`src/hdl/svpwm_pkg.sv`:
```
// Shared types, constants and helpers for the SVPWM duty calculator.
`timescale 1ns / 1ps
package svpwm_pkg;

	localparam int unsigned QBITS = 16;      // quotient bits of one time
	localparam int unsigned NUMW  = 46;      // widest divide numerator
	localparam int unsigned DENW  = 32;      // widest divide denominator

	localparam logic [15:0]        Q15_ONE   = 16'd32768;
	localparam logic [15:0]        Q15_HALF  = 16'd16384;
	localparam logic signed [16:0] SIN60_Q15 = 17'sd28378;

	localparam logic [2:0] SECTOR_NONE = 3'd0;
	localparam logic [2:0] SECTOR_1    = 3'd1;
	localparam logic [2:0] SECTOR_2    = 3'd2;
	localparam logic [2:0] SECTOR_3    = 3'd3;
	localparam logic [2:0] SECTOR_4    = 3'd4;
	localparam logic [2:0] SECTOR_5    = 3'd5;
	localparam logic [2:0] SECTOR_6    = 3'd6;

	// One long-division lane: partial remainder, numerator bits still to
	// shift in (MSB first), quotient built so far.
	typedef struct packed {
		logic [DENW-1:0]  r;
		logic [QBITS-1:0] nb;
		logic [QBITS-1:0] q;
	} div_lane_t;

	// Everything a divide stage hands to the next one.
	typedef struct packed {
		logic            valid;
		logic [2:0]      sector;
		logic [DENW-1:0] d;
		div_lane_t       l1;
		div_lane_t       l2;
	} div_stage_t;

	// Sign code {Y<0, Z<0, X>0} to angular sector.
	function automatic logic [2:0] code_to_sector(input logic [2:0] code);
		logic [2:0] s;
		unique case (code)
			3'd1: s = SECTOR_2;
			3'd2: s = SECTOR_6;
			3'd3: s = SECTOR_1;
			3'd4: s = SECTOR_4;
			3'd5: s = SECTOR_3;
			3'd6: s = SECTOR_5;
			default: s = SECTOR_NONE;
		endcase
		return s;
	endfunction

	// Upper clamp of a nonnegative duty to one.
	function automatic logic [15:0] sat_duty(input logic [17:0] v);
		logic [15:0] r;
		if (v > {2'b00, Q15_ONE}) begin
			r = Q15_ONE;
		end else begin
			r = v[15:0];
		end
		return r;
	endfunction

endpackage

```
`src/hdl/svpwm_front.sv`:
```
// Front stages: X/Y/Z terms, sector decode and divide operand setup.
`timescale 1ns / 1ps
module svpwm_front (
	input  logic                    clk,
	input  logic                    arst_n,
	input  logic                    en,
	input  logic                    in_take,
	input  logic signed [15:0]      volt_alpha,
	input  logic signed [15:0]      volt_beta,
	input  logic [15:0]             bus_voltage,
	output svpwm_pkg::div_stage_t   st_out
);

	logic signed [32:0] prod;
	logic signed [31:0] bhalf;
	logic signed [31:0] nx_c, ny_c, nz_c;

	logic               valid_s1;
	logic signed [31:0] nx_s1, ny_s1, nz_s1;
	logic [15:0]        vdc_s1;

	logic [2:0]         sec;
	logic signed [31:0] n1, n2;
	logic [30:0]        n1c, n2c;
	logic [31:0]        sum;
	logic               ovm;
	logic [svpwm_pkg::NUMW-1:0] num1, num2;
	logic [31:0]        den;

	svpwm_pkg::div_stage_t st_s2;

	// stage 1: terms scaled by 32768
	assign prod  = svpwm_pkg::SIN60_Q15 * volt_alpha;
	assign bhalf = $signed({{2{volt_beta[15]}}, volt_beta, 14'b0});
	assign nx_c  = $signed({volt_beta[15], volt_beta, 15'b0});
	assign ny_c  = prod[31:0] + bhalf;
	assign nz_c  = bhalf - prod[31:0];

	always_ff @(posedge clk or negedge arst_n) begin
		if (!arst_n) begin
			valid_s1 <= 1'b0;
		end else if (en) begin
			valid_s1 <= in_take;
		end
	end

	always_ff @(posedge clk) begin
		if (en) begin
			nx_s1  <= nx_c;
			ny_s1  <= ny_c;
			nz_s1  <= nz_c;
			vdc_s1 <= (bus_voltage == 16'd0) ? 16'd1 : bus_voltage;
		end
	end

	// stage 2: pick active times, detect overmodulation
	assign sec = svpwm_pkg::code_to_sector({ny_s1 < 0, nz_s1 < 0, nx_s1 > 0});

	always_comb begin
		unique case (sec)
			svpwm_pkg::SECTOR_1: begin n1 = -nz_s1; n2 = nx_s1;  end
			svpwm_pkg::SECTOR_2: begin n1 = nz_s1;  n2 = ny_s1;  end
			svpwm_pkg::SECTOR_3: begin n1 = nx_s1;  n2 = -ny_s1; end
			svpwm_pkg::SECTOR_4: begin n1 = -nx_s1; n2 = nz_s1;  end
			svpwm_pkg::SECTOR_5: begin n1 = -ny_s1; n2 = -nz_s1; end
			svpwm_pkg::SECTOR_6: begin n1 = ny_s1;  n2 = -nx_s1; end
			default:             begin n1 = '0;     n2 = '0;     end
		endcase
	end

	assign n1c  = n1[31] ? 31'd0 : n1[30:0];
	assign n2c  = n2[31] ? 31'd0 : n2[30:0];
	assign sum  = {1'b0, n1c} + {1'b0, n2c};
	assign ovm  = sum > {1'b0, vdc_s1, 15'b0};
	assign num1 = ovm ? {n1c, 15'b0} : {15'b0, n1c};
	assign num2 = ovm ? {n2c, 15'b0} : {15'b0, n2c};
	assign den  = ovm ? sum : {16'b0, vdc_s1};

	always_ff @(posedge clk or negedge arst_n) begin
		if (!arst_n) begin
			st_s2 <= '0;
		end else if (en) begin
			st_s2.valid  <= valid_s1;
			st_s2.sector <= sec;
			st_s2.d      <= den;
			st_s2.l1.r   <= {2'b00, num1[45:16]};
			st_s2.l1.nb  <= num1[15:0];
			st_s2.l1.q   <= '0;
			st_s2.l2.r   <= {2'b00, num2[45:16]};
			st_s2.l2.nb  <= num2[15:0];
			st_s2.l2.q   <= '0;
		end
	end

	assign st_out = st_s2;

endmodule

```
`config.mk`:
```
export PLATFORM = sky130hd
export DESIGN_NAME = svpwm_front
export DESIGN_NICKNAME = d
export VERILOG_FILES = /design/src/hdl/svpwm_pkg.sv /design/src/hdl/svpwm_front.sv
export SDC_FILE = /design/constraint.sdc
export NUM_CORES = 1
export LEC_CHECK = 0
export ABC_AREA = 0
export BUFFER_PORTS_ARGS = -buffer_cell sky130_fd_sc_hd__buf_2
export CAP_MARGIN = 20
export CORE_MARGIN = 2
export CORE_UTILIZATION = 55
export DETAILED_ROUTE_END_ITERATION = 10
export PLACE_DENSITY = 0.75
export SYNTH_ARGS = -nofsm -noshare
export SYNTH_HDL_FRONTEND = slang
export SYNTH_SLANG_ARGS = --single-unit
```
`constraint.sdc`:
```
create_clock -name clk -period 13.5 [get_ports clk]
set_input_delay 2.025 -clock clk [delete_from_list [all_inputs] [get_ports clk]]
set_output_delay 2.025 -clock clk [all_outputs]
set_load 0.1 [all_outputs]
```
# After elaboration in Yosys (flattened, before gate mapping)
# Cells that the tools add are included.
word_totals:
  reg_bits: 225
  out_inout_bits: 164
  elab_cells: 44
  inputBits: 52
classes:
  order_cmp: 4
  add_sub_neg: 6
  eq_ne: 12
  mul: 1
  mux: 8
  reduce_logical: 1
ops:
  columns: ["op", "count"]
  rows:
  - ["case mux 32 bit (6 select lines)", 2]
  - ["2-to-1 mux 46 bit", 2]
  - ["< comparator 32 x 1 -> 1 bit, second input constant", 2]
  - ["negation 32 bit", 2]
  - ["2-to-1 mux 31 bit", 2]
  - ["adder 31 x 31 -> 32 bit", 1]
  - ["adder 32 bit", 1]
  - ["> comparator 32 x 31 -> 1 bit", 1]
  - ["2-to-1 mux 32 bit", 1]
  - ["negation 31 -> 32 bit", 1]
  - ["subtractor 32 bit", 1]
  - ["> comparator 31 x 1 -> 1 bit, second input constant", 1]
  - ["multiplier 15 x 16 -> 31 bit, first input constant", 1]
  - ["== test 3 bit, second input constant", 6]
  - ["case mux 3 bit (6 select lines)", 1]
  - ["logical NOT 16 bit", 1]
  - ["== test 3 x 2 -> 1 bit, second input constant", 4]
  - ["== test 3 x 1 -> 1 bit, second input constant", 2]

# Depth between registers and ports, before layout
logic_depth:
  ltp_word: 9
  depth_mapped: 41
  ltp_nobuf: 35

# Least setup slack after synthesis
# OpenSTA, ideal clock, no wires.
synth_path:
  path_type: "in2reg"
  from: "input volt_alpha[7]"
  to: "register nz_s1[28], data pin"
  t_arrival_ps: 9018
  setup_slack_ps: 4217
  required_ps: 13235
  n_path_buf: 2
  stages: 29
  setup_time_ps: 265
  cell_sequence: "ha_1 > fa_1 > inv_1 > fa_1 > inv_1 > fa_1 > inv_1 > fa_1 > inv_1 > fa_1 > ha_1 > clkbuf_1 > a21o_1 > a21o_1 > a31oi_1 > o21ai_0 > a2111oi_0 > nor2_1 > and2_1 > o21a_1 > nor2_1 > xnor2_1 > ha_1 > clkbuf_1 > or4_1 > nor4b_1 > nand4_1 > o221ai_1 > xnor2_1"
synth_between:
  elab_chain_len: 2
synth_lines:
  columns: ["item", "line", "text"]
  rows:
  - ["start, declared", "svpwm_front.sv:8", "input logic signed [15:0] volt_alpha,"]
  - ["multiplier 15 x 16 -> 31 bit", "svpwm_front.sv:33", "assign prod = svpwm_pkg::SIN60_Q15 * volt_alpha;"]
  - ["subtractor 32 bit", "svpwm_front.sv:37", "assign nz_c = bhalf - prod[31:0];"]
  - ["net nz_c[28]", "svpwm_front.sv:16", "logic signed [31:0] nx_c, ny_c, nz_c;"]
  - ["end signal, assigned", "svpwm_front.sv:51", "nz_s1 <= nz_c;"]
  - ["end, declared", "svpwm_front.sv:19", "logic signed [31:0] nx_s1, ny_s1, nz_s1;"]
# The timed path passes the listed nets, and every way through them passes these cells.
# A chain may end at the register's enable or synchronous reset.

# Worst setup path in the final report
layout_path:
  from: "register nx_s1[16]"
  to: "register st_s2 (netlist bit st_out[34])"
layout_between:
  elab_chain_len: 9
  elab_cells_between_ends: 22
  cone_classes: "add/sub: 2; order compare: 2; eq/ne: 12; mux: 6"
layout_lines:
  columns: ["item", "line", "text"]
  rows:
  - ["start, declared", "svpwm_front.sv:19", null]
  - ["start signal, assigned", "svpwm_front.sv:49", "nx_s1 <= nx_c;"]
  - ["> comparator 31 x 1 -> 1 bit", "svpwm_front.sv:57", "assign sec = svpwm_pkg::code_to_sector({ny_s1 < 0, nz_s1 < 0, nx_s1 > 0});"]
  - ["== test 3 bit (tied with other cells)", "svpwm_pkg.sv:41", "unique case (code)"]
  - ["case mux 3 bit (6 select lines)", "svpwm_pkg.sv:41", null]
  - ["== test 3 bit (tied with other cells)", "svpwm_front.sv:60", "unique case (sec)"]
  - ["case mux 32 bit (6 select lines)", "svpwm_front.sv:60", null]
  - ["2-to-1 mux 31 bit (on tied branches)", "svpwm_front.sv:71, svpwm_front.sv:72", null]
  - ["adder 31 x 31 -> 32 bit", "svpwm_front.sv:73", "assign sum = {1'b0, n1c} + {1'b0, n2c};"]
  - ["> comparator 32 x 31 -> 1 bit", "svpwm_front.sv:74", "assign ovm = sum > {1'b0, vdc_s1, 15'b0};"]
  - ["2-to-1 mux 46 bit (*)", "svpwm_front.sv:76", "assign num2 = ovm ? {n2c, 15'b0} : {15'b0, n2c};"]
  - ["end, declared", "svpwm_front.sv:30", "svpwm_pkg::div_stage_t st_s2;"]
# Every way passes the cells marked *; elsewhere a longest branch is shown, timed or not.

==> results.sh <==
export IMPL_status="completed"
export IMPL_skew_ns=0.0183
export IMPL_top_usage_layer="met2"
export IMPL_seq_area_frac_synth_pct=28.7
export IMPL_hold_path_depth=2
export IMPL_cts_htree_levels=1
export IMPL_nNetsFinal=2735
export IMPL_synth_edf_count=93
export IMPL_dr_total_vias=17500
export IMPL_multi_input_area_um2=13300
export IMPL_synth_area_leader_cell="dfrtp_1"
export IMPL_r2r_cells=35
export IMPL_cap_violations=0
export IMPL_rsz0062_at_grt="no"
export IMPL_synthAdderAreaFrac_pct=23.2
export IMPL_finalCritPeriodShare_pct=85.0
export IMPL_synth_most_common_cell="inv_1"
export IMPL_synthTopCellsByArea="dfrtp_1 15%, edfxtp_1 13%, fa_1 12%"
export IMPL_synthToLayoutAreaGrowth_pct=8.48
export IMPL_port_buffers=177
export IMPL_critPathLaunchType="flop"
export IMPL_relSlewSlack_pct=22.9
export IMPL_path_clk_slew_ns=0.06
export IMPL_cp_arrival_ns=11.88
export IMPL_via_per_inst=6.02
export IMPL_start_util_pct=55.6
export IMPL_grt_antenna_before_repair=7
export IMPL_slew_viol_final=0
export IMPL_grt_pass1_vias=16700
export IMPL_critPathKind="flop to flop"
export IMPL_wl_per_cell_um=20.6
export IMPL_die_x_um=199
export IMPL_cts_buffers=23
export IMPL_drt_iter0_drc=1691
export IMPL_drive_above_1_share_pct=12.0
export IMPL_fmax_mhz=87.2
export IMPL_hpwl_mm=47.2
export IMPL_post_cts_buffers=0
export IMPL_cp_max_fo=51
export IMPL_synth_compound_gate_area_share_pct=18.6
export IMPL_ys_flop_type="dfrtp_1"
export IMPL_synth_xor_area_share_pct=6.31
export IMPL_netlist_area_um2=20800
export IMPL_num_fill_cells=3255
export IMPL_cts_buffer_depth=3
export IMPL_rows=71
export IMPL_dieHeight_um=199
export IMPL_root_buffer="clkbuf_16"
export IMPL_place_congestion=0.950
export IMPL_synth_top_family_by_area="adder cells"
export IMPL_drc_errors=0
export IMPL_seq_area_um2=5970
export IMPL_grt_total_usage_pct=30.1
export IMPL_synth_commonest_cells="233 x inv_1, 225 x nand2_1, 189 x ha_1"
export IMPL_setup_tns_ns=0
export IMPL_core_um2=37500
export IMPL_end_kind="flop"
export IMPL_timing_final_crit_period_ns=11.47
export IMPL_holdCritPathClass="flop to flop"
export IMPL_hold_violations=0
export IMPL_grtUsageMet1_pct=39.9
export IMPL_synth_cells=2274
export IMPL_synthMuxAreaShare_pct=0.847
export IMPL_clk_latency_ns=0.53
export IMPL_met2_usage_pct=49.8
export IMPL_cts_num_sinks=220
export IMPL_grt_ovfl_total=0
export IMPL_dr_pass1_iters=7
export IMPL_crit_top_cell="ha_1"
export IMPL_cts_tree="done"
export IMPL_grtUsageMet3_pct=4.54
export IMPL_synthArstFlopShare_pct=57.7
export IMPL_required_ns=13.91
export IMPL_synth_simple_area_share_pct=14.1
export IMPL_crit_slowest_cell="o41ai_1"
export IMPL_setup_viol=0
export IMPL_ys_ff_latch=220
export IMPL_die_area_um2=39400
export IMPL_grt_max_degree=99
export IMPL_grt_first_pass_wirelength_mm=92.8
export IMPL_wl_mm=59.9
export IMPL_hold_buffers=0
export IMPL_ant_nets=0
export IMPL_ys_warnings_count=0
export IMPL_yosys_cell_types_count=81
export IMPL_slowest_delay_ns=0.89
export IMPL_syn_area_per_cell_um2=9.16
export IMPL_ctsResizeCount=0
export IMPL_worst_pin_slew_ns=1.14
export IMPL_synth_top_area_share_pct=15.3
export IMPL_io_pins=216
## metrics by stage
| stage | std cells | area, um2 | utilization [%] | hold WS, ns | setup slack (ns) |
|---|---|---|---|---|---|
| after floorplan | 2311 | 21000 | - | 0.475 | 4.22 |
| after global placement | 2856 | 21800 | 58.2 | 0.463 | 2.53 |
| after detailed placement | 2857 | 21800 | 58.2 | 0.464 | 2.34 |
| after CTS | 2898 | 22600 | 60.3 | 0.479 | 2.26 |
| after global routing | 2898 | 22600 | 60.3 | 0.493 | 1.30 |
| final | 2900 | 22600 | 60.3 | 0.475 | 2.03 |
## flip-flops by register name (all words and copies together), names as in the netlist
name,flops
nx_s1,16
ny_s1,31
nz_s1,30
st_out,126
valid_s1,1
vdc_s1,16
## cells by family (layout without fill, tap and decap cells)
family,after synthesis,count (layout)
AND/OR/NAND/NOR,635,635
AO/OA/AOI/OAI,543,543
buffers and inverters,396,472
adder cells (fa/ha/maj),312,312
flip-flops,220,220
XOR/XNOR,150,150
multiplexers,17,17
other,1,40
## area by class of cell
cell class              instances  share of cell area (%)
multi-input cells            1695                    58.8
diodes                          2                  0.0221
flip-flops and latches        220                    26.4
clock buffers                  33                    2.95
inverters                     233                    3.88
repair buffers                198                    4.66
clock inverters                 8                   0.437
well taps                     511                    2.83
## cell usage in the layout (no fill, tap or decap), types with 15 or more instances in the layout
| cell | synthesis | final |
|---|---|---|
| conb_1 | 1 | 38 |
| o21ai_0 | 83 | 83 |
| clkbuf_16 | 0 | 23 |
| edfxtp_1 | 93 | 93 |
| nor2_1 | 172 | 171 |
| nor4_1 | 15 | 15 |
| a222oi_1 | 35 | 35 |
| o21bai_1 | 19 | 19 |
| or3_1 | 25 | 25 |
| ha_1 | 189 | 189 |
| a22oi_1 | 18 | 18 |
| inv_1 | 233 | 232 |
| xor2_1 | 54 | 54 |
| o2bb2ai_1 | 68 | 68 |
| nand3_1 | 42 | 42 |
| buf_2 | 10 | 176 |
| o31ai_1 | 17 | 17 |
| xnor2_1 | 96 | 96 |
| nor3_1 | 52 | 51 |
| nor2b_1 | 22 | 21 |
| a31oi_1 | 33 | 33 |
| nand2_1 | 225 | 225 |
| buf_4 | 40 | 21 |
| fa_1 | 123 | 123 |
| a21oi_1 | 109 | 109 |
| a21o_1 | 37 | 37 |
| dfrtp_1 | 127 | 127 |
## metal layers
metal  vias up  share of wire [%]
li1       8135                  -
met1      8395                 41
met2       788                 47
met3       134                7.8
met4        10                3.8
met5         -               0.12
## critical path, delay by kind of cell, from the launching register on
kind / cells / cell delay [ns]
AND/OR/NAND/NOR: 16 / 4.77
AO/OA/AOI/OAI: 12 / 4.06
adder cells (fa/ha/maj): 4 / 1.21
buffers and inverters: 2 / 0.67
flip-flops: 1 / 0.47
XOR/XNOR: 1 / 0.12
## path summary, 6_finish.rpt
kind	slack, ns	end	startpoint
worst max register to register	2.03	st_out[34]	nx_s1[16]
min in group asynchronous	1.59	st_out[118]	arst_n
max in group asynchronous	10.58	st_out[22]	arst_n
worst min register to register	0.47	st_out[125]	st_out[125]
worst min-delay path	0.47	st_out[125]	st_out[125]
worst max-delay path	2.03	st_out[34]	nx_s1[16]
Power is not shown: default switching activity piles up to over one toggle a cycle in this logic, so the estimate is an artifact.
