==> src/hdl/svpwm_pkg.sv <==
// Shared types, constants and helpers for the SVPWM duty calculator.
`timescale 1ns / 1ps
package svpwm_pkg;

	localparam int unsigned QBITS = 16;      // quotient bits of one time
	localparam int unsigned NUMW  = 46;      // widest divide numerator
	localparam int unsigned DENW  = 32;      // widest divide denominator

	localparam logic [15:0]        Q15_ONE   = 16'd32768;
	localparam logic [15:0]        Q15_HALF  = 16'd16384;
	localparam logic signed [16:0] SIN60_Q15 = 17'sd28378;

	localparam logic [2:0] SECTOR_NONE = 3'd0;
	localparam logic [2:0] SECTOR_1    = 3'd1;
	localparam logic [2:0] SECTOR_2    = 3'd2;
	localparam logic [2:0] SECTOR_3    = 3'd3;
	localparam logic [2:0] SECTOR_4    = 3'd4;
	localparam logic [2:0] SECTOR_5    = 3'd5;
	localparam logic [2:0] SECTOR_6    = 3'd6;

	// One long-division lane: partial remainder, numerator bits still to
	// shift in (MSB first), quotient built so far.
	typedef struct packed {
		logic [DENW-1:0]  r;
		logic [QBITS-1:0] nb;
		logic [QBITS-1:0] q;
	} div_lane_t;

	// Everything a divide stage hands to the next one.
	typedef struct packed {
		logic            valid;
		logic [2:0]      sector;
		logic [DENW-1:0] d;
		div_lane_t       l1;
		div_lane_t       l2;
	} div_stage_t;

	// Sign code {Y<0, Z<0, X>0} to angular sector.
	function automatic logic [2:0] code_to_sector(input logic [2:0] code);
		logic [2:0] s;
		unique case (code)
			3'd1: s = SECTOR_2;
			3'd2: s = SECTOR_6;
			3'd3: s = SECTOR_1;
			3'd4: s = SECTOR_4;
			3'd5: s = SECTOR_3;
			3'd6: s = SECTOR_5;
			default: s = SECTOR_NONE;
		endcase
		return s;
	endfunction

	// Upper clamp of a nonnegative duty to one.
	function automatic logic [15:0] sat_duty(input logic [17:0] v);
		logic [15:0] r;
		if (v > {2'b00, Q15_ONE}) begin
			r = Q15_ONE;
		end else begin
			r = v[15:0];
		end
		return r;
	endfunction

endpackage

==> src/hdl/svpwm_out.sv <==
// Output stage: zero time split and seven-segment duties per sector.
`timescale 1ns / 1ps
module svpwm_out (
	input  logic                  clk,
	input  logic                  arst_n,
	input  logic                  en,
	input  svpwm_pkg::div_stage_t st_in,
	output logic                  valid,
	output logic [2:0]            sector,
	output logic [15:0]           da,
	output logic [15:0]           db,
	output logic [15:0]           dc
);

	logic [15:0]        t1, t2;
	logic signed [17:0] t0;
	logic [15:0]        h;
	logic [17:0]        h0, h1, h2, h12;
	logic [15:0]        a_c, b_c, c_c;

	assign t1  = st_in.l1.q;
	assign t2  = st_in.l2.q;
	assign t0  = $signed({2'b00, svpwm_pkg::Q15_ONE}) - $signed({2'b00, t1})
	           - $signed({2'b00, t2});
	assign h   = t0[17] ? 16'd0 : t0[16:1];
	assign h0  = {2'b00, h};
	assign h1  = h0 + {2'b00, t1};
	assign h2  = h0 + {2'b00, t2};
	assign h12 = h1 + {2'b00, t2};

	always_comb begin
		unique case (st_in.sector)
			svpwm_pkg::SECTOR_1: begin
				a_c = svpwm_pkg::sat_duty(h0);
				b_c = svpwm_pkg::sat_duty(h1);
				c_c = svpwm_pkg::sat_duty(h12);
			end
			svpwm_pkg::SECTOR_2: begin
				a_c = svpwm_pkg::sat_duty(h2);
				b_c = svpwm_pkg::sat_duty(h0);
				c_c = svpwm_pkg::sat_duty(h12);
			end
			svpwm_pkg::SECTOR_3: begin
				a_c = svpwm_pkg::sat_duty(h12);
				b_c = svpwm_pkg::sat_duty(h0);
				c_c = svpwm_pkg::sat_duty(h1);
			end
			svpwm_pkg::SECTOR_4: begin
				a_c = svpwm_pkg::sat_duty(h12);
				b_c = svpwm_pkg::sat_duty(h2);
				c_c = svpwm_pkg::sat_duty(h0);
			end
			svpwm_pkg::SECTOR_5: begin
				a_c = svpwm_pkg::sat_duty(h1);
				b_c = svpwm_pkg::sat_duty(h12);
				c_c = svpwm_pkg::sat_duty(h0);
			end
			svpwm_pkg::SECTOR_6: begin
				a_c = svpwm_pkg::sat_duty(h0);
				b_c = svpwm_pkg::sat_duty(h12);
				c_c = svpwm_pkg::sat_duty(h2);
			end
			default: begin
				a_c = svpwm_pkg::Q15_HALF;
				b_c = svpwm_pkg::Q15_HALF;
				c_c = svpwm_pkg::Q15_HALF;
			end
		endcase
	end

	always_ff @(posedge clk or negedge arst_n) begin
		if (!arst_n) begin
			valid <= 1'b0;
		end else if (en) begin
			valid <= st_in.valid;
		end
	end

	always_ff @(posedge clk) begin
		if (en) begin
			sector <= st_in.sector;
			da     <= a_c;
			db     <= b_c;
			dc     <= c_c;
		end
	end

endmodule

==> config.mk <==
export PLATFORM = sky130hd
export DESIGN_NAME = svpwm_out
export DESIGN_NICKNAME = d
export VERILOG_FILES = /design/src/hdl/svpwm_pkg.sv /design/src/hdl/svpwm_out.sv
export SDC_FILE = /design/constraint.sdc
export NUM_CORES = 1
export LEC_CHECK = 0
export CAP_MARGIN = 20
export CORE_MARGIN = 1
export CORE_UTILIZATION = 65
export CTS_CLUSTER_DIAMETER = 30
export CTS_CLUSTER_SIZE = 16
export DETAILED_ROUTE_END_ITERATION = 12
export DONT_BUFFER_PORTS = 1
export PLACE_DENSITY_LB_ADDON = 0.05
export SETUP_SLACK_MARGIN = 0.4
export SLEW_MARGIN = 20
export SYNTH_ARGS = -nofsm -noshare
export SYNTH_HDL_FRONTEND = slang
export SYNTH_SLANG_ARGS = --single-unit
==> constraint.sdc <==
create_clock -name clk -period 1 [get_ports clk]
set_input_delay 0.1 -clock clk [delete_from_list [all_inputs] [get_ports clk]]
set_output_delay 0.1 -clock clk [all_outputs]
set_load 0.02 [all_outputs]
==> results.yml, run 1 <==
logic_synthesis:
  syn_avg_cell_area_sq_um: 8.25
  synth_fp_nets: 1036
  yosys_warnings: 0
  synth_ff_type: "edfxtp_1"
  ys_ff_latch: 52
  synthDistinctLibCells: 77
  synth_edf_count: 51
  async_flop_share: 0.0192
  yosysSeqAreaShare: 0.234
  syn_area_sq_um: 6640
  synthCells: 805
cts:
  cts_resized: 135
  post-cts-setup-buffer-count: 50
  cts_max_path_buffers: 2
  htreeDepth: 2
  cts_buffers: 5
  cts_root_buffer: "clkbuf_8"
  ctsHoldBuffers: 4
  cts_num_sinks: 52
place:
  io_buffers: 0
  finalWeightedCongestion: 1.02
  dp_hpwl_microns: 21500
  dp_cells: 1192
floorplanning:
  start_util: 0.676
  dieWidth_microns: 103
  ioPinCount: 219
  die_h_microns: 103
  placementRows: 36
outcome:
  outcome: "aborted with a tool error"
  tool.error: "[ERROR DPL-0038] Utilization greater than 100%, impossible to legalize"
  lastStage: "4_1_cts"
-- per-stage QoR --
| step | utilization | hold slack, ps | setup slack, ps | cell area (sq um) |
|---|---|---|---|---|
| global placement | 0.918 | -196 | -6570 | 9020 |
| detailed placement | 0.918 | -196 | -7140 | 9020 |
| floorplan | - | -196 | -6580 | 6870 |
-- logic make-up after synthesis --
| logic type | after synthesis | share of synthesized area |
|---|---|---|
| mux | 6 | 0.00980 |
| flops | 52 | 0.234 |
| fa+ha+maj | 70 | 0.132 |
| buf+inv | 70 | 0.0430 |
| xor+xnor | 61 | 0.0805 |
| compound gates | 305 | 0.319 |
| simple gates | 241 | 0.182 |
-- cells in the mapped netlist, types with 8 or more instances --
cell | number | share of area
a21oi_1 | 68 | 0.051
ha_1 | 62 | 0.12
nor2_1 | 61 | 0.034
nand2_1 | 55 | 0.031
edfxtp_1 | 51 | 0.23
xnor2_1 | 40 | 0.053
inv_1 | 38 | 0.021
o21ai_0 | 37 | 0.028
a21o_1 | 28 | 0.032
o21ai_1 | 24 | 0.018
clkbuf_1 | 21 | 0.012
nand3_1 | 21 | 0.016
nor3_1 | 21 | 0.016
xor2_1 | 21 | 0.028
a22o_1 | 19 | 0.025
o211ai_1 | 18 | 0.020
a22oi_1 | 14 | 0.016
nand2b_1 | 11 | 0.010
nor4_1 | 10 | 0.0094
and2_1 | 9 | 0.0085
nand4_1 | 8 | 0.0075
or4_1 | 8 | 0.0090
==> inputs of run 2 (changes only) <==
--- a/config.mk
+++ b/config.mk
@@ -7,13 +7,10 @@
 export LEC_CHECK = 0
 export CAP_MARGIN = 20
 export CORE_MARGIN = 1
-export CORE_UTILIZATION = 65
-export CTS_CLUSTER_DIAMETER = 30
-export CTS_CLUSTER_SIZE = 16
+export CORE_UTILIZATION = 40
 export DETAILED_ROUTE_END_ITERATION = 12
 export DONT_BUFFER_PORTS = 1
-export PLACE_DENSITY_LB_ADDON = 0.05
-export SETUP_SLACK_MARGIN = 0.4
+export PLACE_DENSITY_LB_ADDON = 0.15
 export SLEW_MARGIN = 20
 export SYNTH_ARGS = -nofsm -noshare
 export SYNTH_HDL_FRONTEND = slang
==> run 2 against run 1 <==
The flow now finishes, with violations (hold timing, setup timing). Area after synthesis did not move. Synthesized cell count stayed put.
==> results.yml, run 2 <==
routing:
  highest_layer: "met4"
  drt-pass1-iter-count: 6
  vias: 8050
  drtIter0Drc: 768
  drt.antenna.violating_nets: 0
  met2_length_microns: 13200
  routed_wl_microns: 27300
  m1WireLength_microns: 11100
  drc: 0
  post_drt_wl_per_cell_microns: 20.2
  met3WireLength_microns: 1920
  viasPerCell: 5.95
grt:
  grt_pass1_wl_microns: 40600
  grt_usage: 0.307
  antenna_found_initial: 0
  gr-total-overflow: 0
  grt_pass1_vias: 7957
  grt_max_degree: 53
critical_path:
  crit_path_start_kind: "primary input"
  crit_path_end: "da[5]"
  slowest_stage: "or4_4"
  worstPathMaxFanout: 6
  required_ps: 1140
  r2r_start: "valid"
  startpoint: "st_in[75]"
  reg2reg_to: "valid"
  max_stage_delay_ps: 530
  worst_setup_path_end_kind: "flop"
  crit_type: "primary input to flop"
  r2r_setup_slack_ps: 260
  crit_arrival_ps: 7340
  rr_worst_depth: 1
pwr:
  leakagePower_uw: 0.00477
  total_power_uw: 14600
  power.density_nw_per_um2: 1360
  irDropWorstVdd_mv: 1.30
place:
  io_buffers: 0
  dp_hpwl_microns: 20500
  finalWeightedCongestion: 0.972
  preCtsSetupSlack_ps: -6850
timing:
  period_minus_slack_ps: 7200
  max_clock_freq_mhz: 139
  hold_viol_final: 52
  fin_skew_ps: 0
  final.period_utilization: 7.20
  holdWs_ps: -86.8
  grt_setup_unrepaired: "yes"
  setup_viol: 48
  slew_violations: 0
  worstMarginPinSlew_ps: 890
  relSlewSlack: 0.402
  fin_ws_ps: -6200
cts:
  cts_root_buffer: "clkbuf_16"
  cts_max_path_buffers: 2
  htreeDepth: 2
  path_clk_slew_ps: 70
  ctsHoldBuffers: 5
  clock_latency_ps: 290
  cts_num_sinks: 52
  cts_buffers: 5
  cts_tree: "built"
logic_synthesis:
  yosysTopAreaCellShare: 0.231
  synth.largest_area_cell: "edfxtp_1"
  syn_avg_cell_area_sq_um: 8.25
  synth_most_common_cell: "a21oi_1"
  async_flop_share: 0.0192
  synth_ff_type: "edfxtp_1"
  yosys_warnings: 0
  synth_edf_count: 51
  yosysSeqAreaShare: 0.234
  synthCells: 805
  synthDistinctLibCells: 77
  synth.area.top_cells: "edfxtp_1 23%, ha_1 12%, xnor2_1 5.3%"
  syn_area_sq_um: 6640
  synth_fp_nets: 1036
  ys_ff_latch: 52
  synth_commonest_cells: "68 x a21oi_1, 62 x ha_1, 61 x nor2_1"
floorplanning:
  ioPinCount: 219
  dieWidth_microns: 131
  die_h_microns: 131
  fp.coreArea_sq_um: 16100
  start_util: 0.413
  placementRows: 46
  die_area_sq_um: 17100
final_layout:
  layout_commonest_cell: "buf_4"
  syn_to_final_growth_pct: 62.0
  diodes: 0
  final_cell_mix: "322 x buf_4, 51 x edfxtp_1, 49 x nor2_1"
  top_regs: "da x16, db x16, dc x16"
  drive_gt1_frac: 0.446
  layout.nets: 1368
outcome:
  violations: "hold timing, setup timing"
  outcome: "finished, violations left"
worst_hold_path:
  hp-class: "primary input to flop"
flow_run:
  maxCapViolations: 0
[run 2: cell counts after synthesis]
No cell type changed its count.
[run 2: cell type report]
class	instances	area [sq um]
multi-input cells	684	5710
fillers	1250	5310
repair buffers	354	2850
flip-flops and latches	52	1560
well taps	216	270
inverters	40	175
clock buffers	6	129
clock inverters	2	60.1
[run 2: cells by family after synthesis]
group | share of synthesized area
flip-flops | 0.234
AO/OA/AOI/OAI | 0.319
adder cells (fa/ha/maj) | 0.132
buffers and inverters | 0.0430
AND/OR/NAND/NOR | 0.182
XOR/XNOR | 0.0805
multiplexers | 0.00980
[run 2: repair_timing]
item,CTS,global route
pin swaps,57,45
buffers inserted,38,15
endpoints found under the hold margin,56,52
endpoints found under the setup margin,48,48
gates cloned,3,1
resized for setup,86,91
[run 2: critical path, delay by kind of cell]
family | cells | cell delay, ps
AO/OA/AOI/OAI | 10 | 1860
XOR/XNOR | 2 | 390
adder cells (fa/ha/maj) | 3 | 780
buffers and inverters | 2 | 310
AND/OR/NAND/NOR | 15 | 3890
[run 2: report_power, final]
| group | switching [uW] | leakage [uW] | internal [uW] |
|---|---|---|---|
| clock | 777 | 0.0000911 | 1440 |
| sequential | 467 | 0.000501 | 2810 |
| combinational | 4600 | 0.00418 | 4510 |
| total | 5840 | 0.00477 | 8750 |
[run 2: how the worst min path moves through the flow]
| stage | from | end | slack [ps] | cells past startpoint |
|---|---|---|---|---|
| after global routing | en | da[5] | -100 | 0 |
| after floorplan | arst_n | valid | -200 | 0 |
| after CTS | en | da[1] | -90 | 0 |
| final | en | db[5] | -90 | 0 |
| after global placement | arst_n | valid | -200 | 0 |
| after detailed placement | arst_n | valid | -200 | 0 |
[run 2: routing by layer]
layer,GRT usage,up-vias
met5,0,-
met4,0.128,0
met3,0.0391,93
met2,0.531,396
met1,0.385,3783
li1,-,3778
[run 2: stage by stage]
step	setup TNS [ps]	hold WS (ps)	area, sq um	cells	utilization
4_1_cts	-283690	-89.6	10200	1340	0.633
2_1_floorplan	-307580	-196	6860	805	-
6_report	-292650	-86.8	10800	1354	0.670
3_5_place_dp	-322890	-196	9190	1286	0.572
3_3_place_gp	-314650	-196	9190	1286	0.572
5_1_grt	-304980	-95.2	10800	1354	0.670
Power figures use the tool's default switching activity.
==> inputs of run 3 (changes only) <==
--- a/config.mk
+++ b/config.mk
@@ -10,6 +10,8 @@
 export CORE_UTILIZATION = 40
 export DETAILED_ROUTE_END_ITERATION = 12
 export DONT_BUFFER_PORTS = 1
+export HOLD_SLACK_MARGIN = 0.06
+export MAX_ROUTING_LAYER = met4
 export PLACE_DENSITY_LB_ADDON = 0.15
 export SLEW_MARGIN = 20
 export SYNTH_ARGS = -nofsm -noshare
==> run 3 against run 2 <==
The run still ends with hold timing, setup timing left. Wire length increased by 1.3%. Sequential power barely moved. Clock power decreased by 10%. First-iteration DRC count is 25% lower. Highest routed layer unchanged.
==> results.yml, run 3 (synthesis gave the netlist of run 2 again) <==
routing:
  vias: 8100
  drt.antenna.violating_nets: 0
  drtIter0Drc: 573
  drt-pass1-iter-count: 5
  post_drt_wl_per_cell_microns: 20.2
  routed_wl_microns: 27700
  viasPerCell: 5.91
  drc: 0
floorplanning:
  die_h_microns: 131
  fp.coreArea_sq_um: 16100
  placementRows: 46
  start_util: 0.413
  dieWidth_microns: 131
  die_area_sq_um: 17100
  ioPinCount: 219
timing:
  period_minus_slack_ps: 7160
  holdWs_ps: -83.0
  grt_setup_unrepaired: "yes"
  worstMarginPinSlew_ps: 940
  hold_viol_final: 51
  fin_ws_ps: -6160
  final.period_utilization: 7.16
  setup_viol: 48
  fin_skew_ps: 0
  max_clock_freq_mhz: 140
  relSlewSlack: 0.369
  slew_violations: 0
grt:
  met1_usage: 0.400
  grt_pass1_vias: 8183
  grt_usage: 0.332
  grt_max_degree: 53
  grt_most_used_layer: "met2"
  antenna_found_initial: 0
  met3_usage: 0.0391
  gr-total-overflow: 0
  grtUsageMet2: 0.558
  grt_pass1_wl_microns: 42000
cts:
  cts_tree: "built"
  cts_buffers: 5
  clock_latency_ps: 290
  cts_max_path_buffers: 2
  path_clk_slew_ps: 70
  htreeDepth: 2
  cts_num_sinks: 52
  cts_root_buffer: "clkbuf_16"
critical_path:
  worstPathMaxFanout: 10
  slowest_stage: "or4b_4"
  worst_setup_path_end_kind: "flop"
  crit_path_start_kind: "primary input"
  crit_arrival_ps: 7310
  max_stage_delay_ps: 530
  r2r_start: "valid"
  crit_type: "primary input to flop"
  required_ps: 1150
  startpoint: "st_in[65]"
final_layout:
  drive_gt1_frac: 0.450
  postLayoutCoreUtil: 0.666
  top_regs: "da x16, db x16, dc x16"
  layout.nets: 1384
  final_cell_mix: "347 x buf_4, 53 x nor2_1, 53 x ha_1"
  final_cell_area_sq_um: 10700
  diodes: 0
  syn_to_final_growth_pct: 61.1
  layout_commonest_cell: "buf_4"
worst_hold_path:
  hp-start: "en"
  hp-class: "primary input to flop"
place:
  dpl_cell_area_sq_um: 9270
  dp_hpwl_microns: 21600
  finalWeightedCongestion: 0.929
  io_buffers: 0
pwr:
  power.density_nw_per_um2: 1350
  irDropWorstVdd_mv: 1.07
  leakagePower_uw: 0.00477
outcome:
  outcome: "finished, violations left"
  violations: "hold timing, setup timing"
flow_run:
  maxCapViolations: 0
[run 3: cell types whose count changed in the layout (fill, tap and decap cells not counted), sizes merged]
cell and change:
clkbuf -1, clkinv -1, inv +2, dlygate4sd3 +1, clkinvlp +1, bufinv -1, buf +15
[run 3: layout make-up]
cell class	instances	area, sq um
timing repair buffer	370	2930
inverter	40	170
tap	216	270
clock inverter	3	46.3
fill	1311	5370
multi-input combinational	684	5600
sequential	52	1560
clock buffer	5	125
[run 3: through the flow]
stage | setup WS (ps) | setup TNS, ps | hold slack [ps] | power [uW] | cells
floorplan | -6580 | -307580 | -196 | 7150 | 805
global placement | -6730 | -318220 | -196 | 10600 | 1295
detailed placement | -6900 | -325580 | -196 | 10800 | 1295
CTS | -6120 | -288610 | -104 | 13700 | 1358
global route | -6420 | -302900 | -95.0 | 15200 | 1370
finish | -6160 | -291310 | -83.0 | 14400 | 1370
[run 3: timing repair]
action | 4_1_cts | 5_1_grt
pin swaps | 66 | 34
resized for setup | 90 | 56
cloned | 3 | 1
hold buffers | 5 | 1
setup endpoints to repair | 48 | 48
endpoints found under the hold margin | 61 | 55
buffers inserted | 49 | 12
[run 3: layer usage]
layer / vias to the layer above / share of wire
met4: 0 / 0.039
met2: 328 / 0.48
met3: 80 / 0.060
li1: 3799 / -
met1: 3893 / 0.42
met5: - / 0
[run 3: critical path: cells and delay by family]
kind | cells | cell delay, ps
AO/OA/AOI/OAI | 10 | 1940
XOR/XNOR | 2 | 350
adder cells (fa/ha/maj) | 4 | 880
buffers and inverters | 4 | 440
AND/OR/NAND/NOR | 16 | 3550
[run 3: final timing paths]
kind / endpoint / slack (ps) / depth (start not counted)
worst max-delay path: dc[2] / -6160 / 36
worst min-delay path: db[3] / -80 / 0
worst max register to register: valid / 260 / 1
worst min register to register: valid / 510 / 1
max in group asynchronous: valid / 340 / 2
min in group asynchronous: valid / 560 / 2
[run 3: power by group]
part	switching, uW	internal (uW)	total (uW)
Sequential	473	2810	3280
Clock	799	1190	1990
Combinational	4550	4590	9150
Total	5830	8590	14400
==> inputs of run 4 (changes only) <==
--- a/config.mk
+++ b/config.mk
@@ -5,9 +5,11 @@
 export SDC_FILE = /design/constraint.sdc
 export NUM_CORES = 1
 export LEC_CHECK = 0
-export CAP_MARGIN = 20
+export ABC_AREA = 1
+export CAP_MARGIN = 0
 export CORE_MARGIN = 1
 export CORE_UTILIZATION = 40
+export CTS_CLUSTER_DIAMETER = 150
 export DETAILED_ROUTE_END_ITERATION = 12
 export DONT_BUFFER_PORTS = 1
 export HOLD_SLACK_MARGIN = 0.06
==> run 4 against run 3 <==
The run still ends with hold timing, setup timing left. Worst setup slack better by 1400 ps. Sequential share of layout area down 0.66 points. Register-to-register slack about the same. First-iteration DRC count up 17%. Clock skew unchanged. Critical path depth up 7. Clock power about the same. Synthesized cell count up 36%. Utilization down 2.3 points. Total power up 27%. Fmax up 24%. Non-clock buffer count down 16.
==> results.yml, run 4 <==
logic_synthesis:
  async_flop_share: 0.0192
  ys_ff_latch: 52
  yosysSeqAreaShare: 0.217
  synth_edf_count: 51
  synth_fp_nets: 1326
  synth_most_common_cell: "nand2_1"
  synth_ff_type: "edfxtp_1"
  synthCells: 1095
  synth_commonest_cells: "237 x nand2_1, 177 x nand3_1, 139 x inv_1"
  synth.largest_area_cell: "edfxtp_1"
  synthDistinctLibCells: 53
  yosysTopAreaCellShare: 0.213
  syn_avg_cell_area_sq_um: 6.56
  yosys_warnings: 0
  synth.area.top_cells: "edfxtp_1 21%, nand2_1 12%, nand3_1 12%"
  syn_area_sq_um: 7180
critical_path:
  worst_setup_path_end_kind: "flop"
  crit_path_start_kind: "primary input"
  max_stage_delay_ps: 350
  crit_arrival_ps: 5820
  worstPathMaxFanout: 6
  required_ps: 1030
  slowest_stage: "ha_1"
  cpMostUsedCell: "nand2_2"
  crit_type: "primary input to flop"
cts:
  cts_root_buffer: "clkbuf_16"
  ctsHoldBuffers: 6
  cts_num_sinks: 52
  cts_max_path_buffers: 2
  clock_latency_ps: 290
  cts_buffers: 5
  htreeDepth: 2
  cts_tree: "built"
  path_clk_slew_ps: 80
routing:
  routed_wl_microns: 26400
  post_drt_wl_per_cell_microns: 15.9
  drc: 0
  vias: 8870
  viasPerCell: 5.35
  drt.antenna.violating_nets: 0
  drt-pass1-iter-count: 5
  drtIter0Drc: 672
final_layout:
  final_cell_mix: "337 x buf_4, 199 x nand2_1, 159 x nand3_1"
  layout_commonest_cell: "buf_4"
  drive_gt1_frac: 0.394
  layout.nets: 1663
  final_cells: 1658
  syn_to_final_growth_pct: 56.0
  top_regs: "da x16, db x16, dc x16"
  diodes: 0
grt:
  grt_usage: 0.291
  grt_pass1_wl_microns: 41000
  grt_max_degree: 53
  grt_pass1_vias: 8399
  gr-total-overflow: 0
  antenna_found_initial: 0
timing:
  period_minus_slack_ps: 5790
  worstMarginPinSlew_ps: 372
  max_clock_freq_mhz: 173
  fin_skew_ps: 0
  holdWs_ps: -91.7
  relSlewSlack: 0.752
  slew_violations: 0
  final.period_utilization: 5.79
  grt_setup_unrepaired: "yes"
  fin_ws_ps: -4790
  hold_viol_final: 52
  setup_viol: 48
floorplanning:
  placementRows: 48
  die_h_microns: 136
  die_area_sq_um: 18500
  fp.coreArea_sq_um: 17400
  ioPinCount: 219
  start_util: 0.412
  dieWidth_microns: 136
outcome:
  outcome: "finished, violations left"
  violations: "hold timing, setup timing"
pwr:
  irDropWorstVdd_mv: 1.40
  leakagePower_uw: 0.00551
  total_power_uw: 18300
  power.density_nw_per_um2: 1630
worst_hold_path:
  hp-class: "primary input to flop"
place:
  io_buffers: 0
  dp_cells: 1593
  dp_hpwl_microns: 20300
  finalWeightedCongestion: 0.921
  preCtsSetupSlack_ps: -5210
flow_run:
  maxCapViolations: 0
==> run 4: cell count changes after synthesis, moves of 21 or more <==
| cell | delta |
|---|---|
| a21o_1 | -25 |
| a31oi_1 | +33 |
| nand3_1 | +156 |
| nor2_1 | +69 |
| inv_1 | +101 |
| o21ai_1 | -21 |
| o21ai_0 | -23 |
| xnor2_1 | -32 |
| nand2_1 | +182 |
==> run 4: routing by layer <==
| layer | wire [microns] | track usage |
|---|---|---|
| met1 | 11500 | 0.374 |
| met2 | 12600 | 0.490 |
| met3 | 1710 | 0.0209 |
| met4 | 561 | 0.0784 |
| met5 | 0 | - |
==> run 4: critical path, delay by kind of cell <==
kind / cells / cell delay [ps]
compound gates: 5 / 670
buf+inv: 6 / 590
xor+xnor: 2 / 250
fa+ha+maj: 3 / 870
simple gates: 27 / 3320
==> run 4: report_power, final <==
| group | internal (uW) | total (uW) | leakage [uW] | switching (uW) |
|---|---|---|---|---|
| clock network | 1180 | 1970 | 0.0000814 | 790 |
| logic | 6230 | 12900 | 0.00493 | 6650 |
| registers | 2880 | 3410 | 0.000501 | 530 |
| total | 10300 | 18300 | 0.00551 | 7970 |
==> run 4: repair_timing <==
action | in CTS | in global routing
cloned | 2 | 2
pin swaps | 47 | 36
endpoints found under the setup margin | 48 | 48
endpoints found under the hold margin | 56 | 52
setup buffers | 39 | 8
resized for setup | 102 | 54
==> run 4: through the flow <==
step	setup TNS, ps	utilization	area, sq um	hold WS [ps]
floorplan	-217110	-	7400	-196
global placement	-243060	0.562	9790	-196
detailed placement	-246650	0.562	9790	-196
CTS	-214970	0.621	10800	-88.9
global route	-244110	0.643	11200	-97.6
finish	-223350	0.643	11200	-91.7
==> run 4: cell families (layout without fill, tap and decap cells) <==
kind of cell | after synthesis | in the layout | synth area share
XOR/XNOR | 32 | 32 | 0.0401
AND/OR/NAND/NOR | 635 | 635 | 0.412
multiplexers | 1 | 1 | 0.00157
flip-flops | 52 | 52 | 0.217
AO/OA/AOI/OAI | 145 | 145 | 0.119
buffers and inverters | 166 | 504 | 0.0969
adder cells (fa/ha/maj) | 64 | 64 | 0.114
==> run 4: final cells by class <==
| cell class | count | area [sq um] |
|---|---|---|
| fillers | 1537 | 6220 |
| multi-input cells | 877 | 5820 |
| repair buffers | 354 | 2820 |
| flip-flops and latches | 52 | 1560 |
| inverters | 142 | 548 |
| well taps | 225 | 282 |
| clock buffers | 5 | 125 |
| clock inverters | 3 | 42.5 |
==> run 4: path summary, 6_finish.rpt <==
| check | from | end | slack [ps] | cells after the start |
|---|---|---|---|---|
| min in group asynchronous | arst_n | valid | 570 | 2 |
| setup reg to reg | valid | valid | 260 | 1 |
| setup / recovery | st_in[66] | db[6] | -4790 | 43 |
| max in group asynchronous | arst_n | valid | 320 | 2 |
| hold / removal | en | da[0] | -90 | 0 |
| hold reg to reg | valid | valid | 510 | 1 |
